## src/rtl/core/spp_pkg.sv

```systemverilog
// Shared constants, types and register codes for the spectral peak picker.
package spp_pkg;

	// Build-time sizing
	localparam int MAX_BINS    = 1024;
	localparam int SCALE_SHIFT = 11;

	// Field widths
	localparam int BIN_W      = 24;
	localparam int SQ_W       = 2 * BIN_W - 1;
	localparam int SUM_W      = 2 * BIN_W;
	localparam int PWR_W      = SUM_W - SCALE_SHIFT;
	localparam int HEXT_W     = SUM_W + 1;
	localparam int CNT_W      = $clog2(MAX_BINS);
	localparam int DIST_W     = 11;
	localparam int POS_W      = ((CNT_W > DIST_W) ? CNT_W : DIST_W) + 2;
	localparam int HT_W       = 38;
	localparam int IDX_W      = 10;
	localparam int PKC_W      = 10;
	localparam int IN_DATA_W  = 2 * BIN_W;
	localparam int OUT_DATA_W = 64;
	localparam int CFG_IDX_W  = 1;
	localparam int CFG_DATA_W = HT_W;

	// Constants
	localparam logic signed [POS_W-1:0] LAST_PEAK_INIT = POS_W'(-100);
	localparam logic [HT_W-1:0]         HT_MAX         = {HT_W{1'b1}};
	localparam logic [PKC_W-1:0]        PKC_MAX        = {PKC_W{1'b1}};
	localparam logic [DIST_W-1:0]       MIN_DIST_RST   = DIST_W'(1);

	// Configuration register indexes
	typedef enum logic [CFG_IDX_W-1:0] {
		CFG_MIN_HEIGHT = 1'b0,
		CFG_MIN_DIST   = 1'b1
	} cfg_idx_t;

	// Configuration register set
	typedef struct packed {
		logic [HT_W-1:0]   min_height;
		logic [DIST_W-1:0] min_dist;
	} cfg_t;

	// Power word passed from the power pipeline to the judge
	typedef struct packed {
		logic             last;
		logic [PWR_W-1:0] power;
	} pwr_word_t;

endpackage

```

## src/rtl/core/spp_power.sv

```systemverilog
// Three-stage bin power pipeline: input register, squares, scaled sum.
module spp_power (
	input  logic                                    clk,
	input  logic                                    arst_n,
	input  logic                                    in_valid,
	output logic                                    in_ready,
	input  logic signed [spp_pkg::BIN_W-1:0]        in_re,
	input  logic signed [spp_pkg::BIN_W-1:0]        in_im,
	input  logic                                    in_last,
	output logic                                    out_valid,
	input  logic                                    out_ready,
	output spp_pkg::pwr_word_t                      out_word
);
	import spp_pkg::*;

	logic                    v_s1, v_s2, v_s3;
	logic                    rdy1, rdy2, rdy3;
	logic signed [BIN_W-1:0] re_s1, im_s1;
	logic                    last_s1, last_s2;
	logic [SQ_W-1:0]         sq_re_s2, sq_im_s2;
	logic signed [SUM_W-1:0] prod_re, prod_im;
	logic [SUM_W-1:0]        sum;
	pwr_word_t               word_s3;

	// Per-stage ready: a stage loads when empty or when drained below
	assign rdy3     = !v_s3 || out_ready;
	assign rdy2     = !v_s2 || rdy3;
	assign rdy1     = !v_s1 || rdy2;
	assign in_ready = rdy1;

	assign prod_re = SUM_W'(re_s1) * SUM_W'(re_s1);
	assign prod_im = SUM_W'(im_s1) * SUM_W'(im_s1);
	assign sum     = SUM_W'(sq_re_s2) + SUM_W'(sq_im_s2);

	// Valid bits
	always_ff @(posedge clk or negedge arst_n) begin
		if (!arst_n) begin
			v_s1 <= 1'b0;
			v_s2 <= 1'b0;
			v_s3 <= 1'b0;
		end else begin
			if (rdy1) v_s1 <= in_valid;
			if (rdy2) v_s2 <= v_s1;
			if (rdy3) v_s3 <= v_s2;
		end
	end

	// Payload
	always_ff @(posedge clk) begin
		if (rdy1 && in_valid) begin
			re_s1   <= in_re;
			im_s1   <= in_im;
			last_s1 <= in_last;
		end
		if (rdy2 && v_s1) begin
			sq_re_s2 <= prod_re[SQ_W-1:0];
			sq_im_s2 <= prod_im[SQ_W-1:0];
			last_s2  <= last_s1;
		end
		if (rdy3 && v_s2) begin
			word_s3.power <= sum[SUM_W-1:SCALE_SHIFT];
			word_s3.last  <= last_s2;
		end
	end

	assign out_valid = v_s3;
	assign out_word  = word_s3;

endmodule

```

## src/rtl/core/spp_judge.sv

```systemverilog
// Local-maximum judge with frame state and the result register.
module spp_judge (
	input  logic                              clk,
	input  logic                              arst_n,
	input  spp_pkg::cfg_t                     cfg,
	input  logic                              in_valid,
	output logic                              in_ready,
	input  spp_pkg::pwr_word_t                in_word,
	output logic                              out_valid,
	input  logic                              out_ready,
	output logic                              out_found,
	output logic [spp_pkg::IDX_W-1:0]         out_index,
	output logic [spp_pkg::HT_W-1:0]          out_height,
	output logic                              out_done,
	output logic [spp_pkg::PKC_W-1:0]         out_count
);
	import spp_pkg::*;

	logic [PWR_W-1:0]        prev_q, prev2_q;
	logic [CNT_W-1:0]        bin_cnt_q;
	logic signed [POS_W-1:0] last_pos_q;
	logic [PKC_W-1:0]        pk_cnt_q;

	logic                    fire;
	logic                    frame_end;
	logic                    is_max;
	logic [HEXT_W-1:0]       h_ext;
	logic [HT_W-1:0]         h_sat;
	logic [CNT_W-1:0]        cand;
	logic signed [POS_W-1:0] cand_s;
	logic signed [POS_W-1:0] last_plus;
	logic                    found;
	logic [PKC_W-1:0]        pk_cnt_nxt;

	logic                    valid_q;
	logic                    found_q, done_q;
	logic [IDX_W-1:0]        index_q;
	logic [HT_W-1:0]         height_q;
	logic [PKC_W-1:0]        count_q;

	assign in_ready = !valid_q || out_ready;
	assign fire     = in_valid && in_ready;

	// Candidate test on the middle bin
	always_comb begin
		frame_end = in_word.last || (bin_cnt_q == CNT_W'(MAX_BINS - 1));
		is_max    = (bin_cnt_q >= CNT_W'(2)) && (prev2_q < prev_q) && (in_word.power < prev_q);
		h_ext     = (HEXT_W'(prev_q) - HEXT_W'(prev2_q)) + (HEXT_W'(prev_q) - HEXT_W'(in_word.power));
		h_sat     = (h_ext > HEXT_W'(HT_MAX)) ? HT_MAX : h_ext[HT_W-1:0];
		cand      = bin_cnt_q - CNT_W'(1);
		cand_s    = POS_W'(cand);
		last_plus = last_pos_q + $signed({{(POS_W-DIST_W){1'b0}}, cfg.min_dist});
		found     = is_max && (h_sat > cfg.min_height) && (cand_s > last_plus);
		pk_cnt_nxt = (found && (pk_cnt_q < PKC_MAX)) ? pk_cnt_q + PKC_W'(1) : pk_cnt_q;
	end

	// Frame state
	always_ff @(posedge clk or negedge arst_n) begin
		if (!arst_n) begin
			prev_q     <= '0;
			prev2_q    <= '0;
			bin_cnt_q  <= '0;
			last_pos_q <= LAST_PEAK_INIT;
			pk_cnt_q   <= '0;
		end else if (fire) begin
			prev2_q <= prev_q;
			prev_q  <= in_word.power;
			if (frame_end) begin
				bin_cnt_q  <= '0;
				last_pos_q <= LAST_PEAK_INIT;
				pk_cnt_q   <= '0;
			end else begin
				bin_cnt_q <= bin_cnt_q + CNT_W'(1);
				pk_cnt_q  <= pk_cnt_nxt;
				if (found) last_pos_q <= cand_s;
			end
		end
	end

	// Result register valid
	always_ff @(posedge clk or negedge arst_n) begin
		if (!arst_n) begin
			valid_q <= 1'b0;
		end else if (in_ready) begin
			valid_q <= fire && (found || frame_end);
		end
	end

	// Result register payload
	always_ff @(posedge clk) begin
		if (fire) begin
			found_q  <= found;
			index_q  <= found ? IDX_W'(cand) : '0;
			height_q <= found ? h_sat : '0;
			done_q   <= frame_end;
			count_q  <= frame_end ? pk_cnt_nxt : '0;
		end
	end

	assign out_valid  = valid_q;
	assign out_found  = found_q;
	assign out_index  = index_q;
	assign out_height = height_q;
	assign out_done   = done_q;
	assign out_count  = count_q;

endmodule

```

## src/rtl/core/spectral_peak_picker_unit.sv

```systemverilog
// Top level of the spectral peak picker: config registers, power pipeline, judge.
// Throughput: one bin per cycle unless m_tready stalls the results, through the four-register
// pipeline (input register, 24x24 squares, scaled sum, judge/result stage).
// Words with no peak and no frame end produce no result.
// Reset clears all valids and frame state; thresholds return to 0 and 1.
module spectral_peak_picker_unit (
	input  logic                               clk,
	input  logic                               arst_n,
	// Configuration write port
	input  logic                               cfg_we,
	input  logic [spp_pkg::CFG_IDX_W-1:0]      cfg_index,
	input  logic [spp_pkg::CFG_DATA_W-1:0]     cfg_data,
	// Bin stream
	input  logic                               s_tvalid,
	output logic                               s_tready,
	input  logic [spp_pkg::IN_DATA_W-1:0]      s_tdata,  // bin_re[23:0], bin_im[47:24]
	input  logic                               s_tlast,  // last_bin
	// Peak stream
	output logic                               m_tvalid,
	input  logic                               m_tready,
	output logic [spp_pkg::OUT_DATA_W-1:0]     m_tdata,  // peak_index[9:0],
	                                                     // peak_height_doubled[47:10],
	                                                     // peak_count[57:48], zeros
	output logic                               m_tlast,  // frame_done
	output logic                               m_tuser   // peak_found
);
	import spp_pkg::*;

	cfg_t             cfg_q;
	logic             pw_valid, pw_ready;
	pwr_word_t        pw_word;
	logic [IDX_W-1:0] peak_index;
	logic [HT_W-1:0]  peak_height;
	logic [PKC_W-1:0] peak_count;

	// Configuration registers
	always_ff @(posedge clk or negedge arst_n) begin
		if (!arst_n) begin
			cfg_q.min_height <= '0;
			cfg_q.min_dist   <= MIN_DIST_RST;
		end else if (cfg_we) begin
			case (cfg_idx_t'(cfg_index))
				CFG_MIN_HEIGHT: cfg_q.min_height <= cfg_data;
				CFG_MIN_DIST:   cfg_q.min_dist   <= cfg_data[DIST_W-1:0];
				default: ;
			endcase
		end
	end

	spp_power u_power (
		.clk       (clk),
		.arst_n    (arst_n),
		.in_valid  (s_tvalid),
		.in_ready  (s_tready),
		.in_re     (s_tdata[BIN_W-1:0]),
		.in_im     (s_tdata[2*BIN_W-1:BIN_W]),
		.in_last   (s_tlast),
		.out_valid (pw_valid),
		.out_ready (pw_ready),
		.out_word  (pw_word)
	);

	spp_judge u_judge (
		.clk        (clk),
		.arst_n     (arst_n),
		.cfg        (cfg_q),
		.in_valid   (pw_valid),
		.in_ready   (pw_ready),
		.in_word    (pw_word),
		.out_valid  (m_tvalid),
		.out_ready  (m_tready),
		.out_found  (m_tuser),
		.out_index  (peak_index),
		.out_height (peak_height),
		.out_done   (m_tlast),
		.out_count  (peak_count)
	);

	// Pack the result word
	assign m_tdata = {{(OUT_DATA_W - IDX_W - HT_W - PKC_W){1'b0}},
		peak_count, peak_height, peak_index};

endmodule

```

## config.mk

```make
export PLATFORM = sky130hd
export DESIGN_NAME = spectral_peak_picker_unit
export DESIGN_NICKNAME = d
export VERILOG_FILES = /design/src/rtl/core/spp_pkg.sv /design/src/rtl/core/spp_power.sv /design/src/rtl/core/spp_judge.sv /design/src/rtl/core/spectral_peak_picker_unit.sv
export SDC_FILE = /design/constraint.sdc
export NUM_CORES = 2
export LEC_CHECK = 0
export ABC_AREA = 1
export BUFFER_PORTS_ARGS = -buffer_cell sky130_fd_sc_hd__buf_2
export CAP_MARGIN = 10
export CORE_UTILIZATION = 50
export DETAILED_ROUTE_END_ITERATION = 10
export HOLD_SLACK_MARGIN = 0.03
export MAX_ROUTING_LAYER = met4
export PLACE_DENSITY_LB_ADDON = 0.12
export SLEW_MARGIN = 20
export SYNTH_ARGS = -nofsm -noshare
export SYNTH_HDL_FRONTEND = slang
export SYNTH_SLANG_ARGS = --single-unit
export TNS_END_PERCENT = 20
```

## constraint.sdc

```tcl
create_clock -name clk -period 9 [get_ports clk]
set_input_delay 1.35 -clock clk [delete_from_list [all_inputs] [get_ports clk]]
set_output_delay 1.35 -clock clk [all_outputs]
set_load 0.1 [all_outputs]
```

==> qor.yml <==
detailedPlacementHpwl_um: 148000
start_util_pct: 50.7
synth_seq_cells: 396
fmax_ghz: 0.129
grt_antenna_before_repair: 0
synthArstFlopShare_pct: 39.9
synth.yosys.seq_area_share_pct: 17.3
gr-usage-all-layers_pct: 28.1
post-route-period-util_pct: 86.0
area.sequential_sq_mm: 0.0111
r2r_slack_ps: 1260
post_synth.cell_area_avg_sq_um: 8.55
area_used_by_multi_input_combinational_logic_sq_mm: 0.0447
design.portCount: 161
critPathMostFrequentCell: "sky130_fd_sc_hd__fa_1"
capture_point_of_the_worst_reg_to_reg_path: "u_power.sq_re_s2[46]"
final_nets: 9311
areaGrowthSynthToFinish_pct: 6.98
cts_made_buffers: 51
port-buffer-count: 154
clock_pin_slew_on_the_worst_setup_and_hold_paths_ps: 60
clk-insertion-delay-late_ps: 680
cts_resized: 0
die_width_um: 360
critical_path.cell_chain: "nand2_1 -> inv_1 -> fa_1 -> fa_1 -> fa_1 -> inv_1 -> fa_1 -> fa_1 -> fa_1 -> fa_1 -> inv_1 -> ha_1 -> nand2_1 -> nor2_1 -> inv_1 -> nor4_1 -> nand3_1 -> nand3_1 -> a21oi_1 -> or2_2 -> nand2_1"
synth-edff-count: 238
critical_path_arrival_ps: 8260
clk_path_buf_depth: 3
finalWeightedCongestion: 0.940
netlist_area_sq_mm: 0.0641
cts_hold_buf: 0
drv_cap: 0
detailroute.via_count: 47500
crit_fanout: 25
rsz0062_at_grt: "false"
syn-instance-count: 7498
drtAntennaViolNets: 0
ff2ff_path_depth: 21
worstHoldPathType: "flop to flop"
setup_violations: 0
max_h_tree_level: 2
synth_flop_cell: "sky130_fd_sc_hd__edfxtp_1"
fillers: 12000
grt_pass1_vias: 50800
drc: 0
timing_worst_setup_path_type: "flop to flop"
wl_met1_um: 74000
route.detailed.vias_per_inst: 5.10
required_ps: 9520
reg2reg_from: "u_power.re_s1[0]"
tightestPinTransition_ps: 1160
critical_path.endpoint_type: "flop"
grt_max_degree: 92
drive_gt1_share_pct: 5.62
rows: 130
crit_slowest_cell: "sky130_fd_sc_hd__edfxtp_1"
core-area_sq_mm: 0.126
hold_path_end: "u_power.out_word[37]"
tritoncts: "built"
final.min_clock_period_ps: 7740
post-cts-setup-buffer-count: 0
maxUsedRoutingLayer: "met4"
detail_route.first_pass.iterations: 5
gr-total-overflow: 0
dr_wl_met2_um: 86900
maxSlewViolCount: 0
whs_path_depth: 0
detail_route.wirelength_um: 171000
hp-start: "u_power.last_s2"
timing.max_slew.rel_slack_pct: 22.6
routedWlPerCell_um: 18.4
critical_path.startpoint_type: "flop"
wl_met3_um: 6170
cts.root.buffer_cell: "sky130_fd_sc_hd__clkbuf_16"
critical_path.max_stage_delay_ps: 1050
totalNegativeSetupSlack_ps: 0
die_area_sq_mm: 0.130
drt_iter0_markers: 2889
numClockSinks: 396
status: "finished clean"
fin_clk_skew_ps: 50.8
timing.final.hold_violations: 0
wire_length_of_the_first_global_routing_pass_um: 276000
yosys_cell_types: 62
chipHeight_um: 360
yosys_warnings: 0
Yosys cell counts (23+ instances only):
cell | n | share of area, %
sky130_fd_sc_hd__inv_1 | 2024 | 12
sky130_fd_sc_hd__nand2_1 | 1380 | 8.1
sky130_fd_sc_hd__fa_1 | 1102 | 34
sky130_fd_sc_hd__ha_1 | 502 | 9.8
sky130_fd_sc_hd__nor2_1 | 450 | 2.6
sky130_fd_sc_hd__a21oi_1 | 369 | 2.9
sky130_fd_sc_hd__o21ai_0 | 254 | 2.0
sky130_fd_sc_hd__edfxtp_1 | 238 | 11
sky130_fd_sc_hd__xor2_1 | 176 | 2.4
sky130_fd_sc_hd__dfrtp_1 | 150 | 5.9
sky130_fd_sc_hd__clkbuf_1 | 142 | 0.83
sky130_fd_sc_hd__nand3_1 | 136 | 1.1
sky130_fd_sc_hd__xnor2_1 | 107 | 1.5
sky130_fd_sc_hd__a21o_1 | 50 | 0.59
sky130_fd_sc_hd__nor3_1 | 45 | 0.35
sky130_fd_sc_hd__a31oi_1 | 44 | 0.43
sky130_fd_sc_hd__nor2_4 | 32 | 0.56
sky130_fd_sc_hd__o21a_1 | 30 | 0.35
sky130_fd_sc_hd__nand4_1 | 28 | 0.27
sky130_fd_sc_hd__o21bai_1 | 25 | 0.29
sky130_fd_sc_hd__or2_2 | 23 | 0.22
cell type report:
| cell class | instances | area share [%] |
|---|---|---|
| antenna | 1 | 0.00365 |
| tap | 1650 | 3.01 |
| timing repair buffer | 218 | 1.87 |
| sequential | 396 | 16.2 |
| clock inverter | 28 | 0.507 |
| clock buffer | 67 | 2.10 |
| inverter | 2033 | 11.1 |
| multi-input combinational | 4914 | 65.2 |
per-layer routing:
layer  up-vias  GRT usage, %
met5         -             -
met4         0          6.58
met3       222          2.19
met2       924          48.9
met1     23600          35.5
li1      22700             -
stage by stage:
step           hold slack [ps]  setup slack [ps]  utilization (%)  instance area (sq um)  cells
2_1_floorplan              400              2310                -                  64100   7503
3_3_place_gp               405              1430             52.8                  66700   9209
3_5_place_dp               411              1290             52.8                  66700   9209
4_1_cts                    425              1210             54.2                  68500   9304
5_1_grt                    438               734             54.2                  68500   9306
6_report                   425              1260             54.2                  68500   9307
cell usage in the layout (no fill, tap or decap), drive strengths merged, types with 7 or more instances in the layout:
cell    netlist  final
clkbuf      142     67
or2          23     23
o21ai       275    275
buf          18    218
nor3         48     48
nor2        498    498
nor4         20     20
a21oi       372    372
o21bai       25     25
dfrtp       150    150
a31oi        44     44
nand2      1390   1390
o211ai       12     12
dfstp         8      8
ha          502    502
o21a         30     30
nand3       142    142
edfxtp      238    238
xor2        176    176
fa         1102   1102
a21o         50     50
inv        2032   2034
and3          7      7
a21boi       12     12
xnor2       107    107
nand4        29     29
clkinv        1     19
worst max path at each step:
stage | depth (start not counted) | end | from
floorplan | 23 | u_power.sq_re_s2[46] | u_power.re_s1[23]
global placement | 21 | u_power.sq_re_s2[46] | u_power.re_s1[0]
detailed placement | 21 | u_power.sq_re_s2[46] | u_power.re_s1[0]
CTS | 21 | u_power.sq_re_s2[46] | u_power.re_s1[0]
global route | 21 | u_power.sq_re_s2[46] | u_power.re_s1[0]
finish | 21 | u_power.sq_re_s2[46] | u_power.re_s1[0]
cell families after synthesis:
logic type	after synthesis	share of synthesized area (%)
buf+inv	2193	13.0
simple gates	2167	14.0
fa+ha+maj	1604	44.2
compound gates	854	7.51
flops	396	17.3
xor+xnor	283	3.87
other cells	1	0.00585
sequential cells by signal, summed over array words and instances (netlist names), 11 cells and up:
name	count
u_judge.prev2_q	37
u_power.re_s1	24
cfg_q	49
u_judge.prev_q	37
u_power.sq_im_s2	45
u_power.out_word	38
u_power.im_s1	24
u_judge.last_pos_q	11
u_power.sq_re_s2	45
u_judge.out_height	38
worst max-delay path, delay by kind of cell (launching register included):
family	cells	cell delay, ps
compound gates	1	110
fa+ha+maj	8	4190
buf+inv	4	680
flops	1	1050
simple gates	8	1530
Power is not shown: default switching activity piles up to over one toggle a cycle in this logic, so the estimate is an artifact.
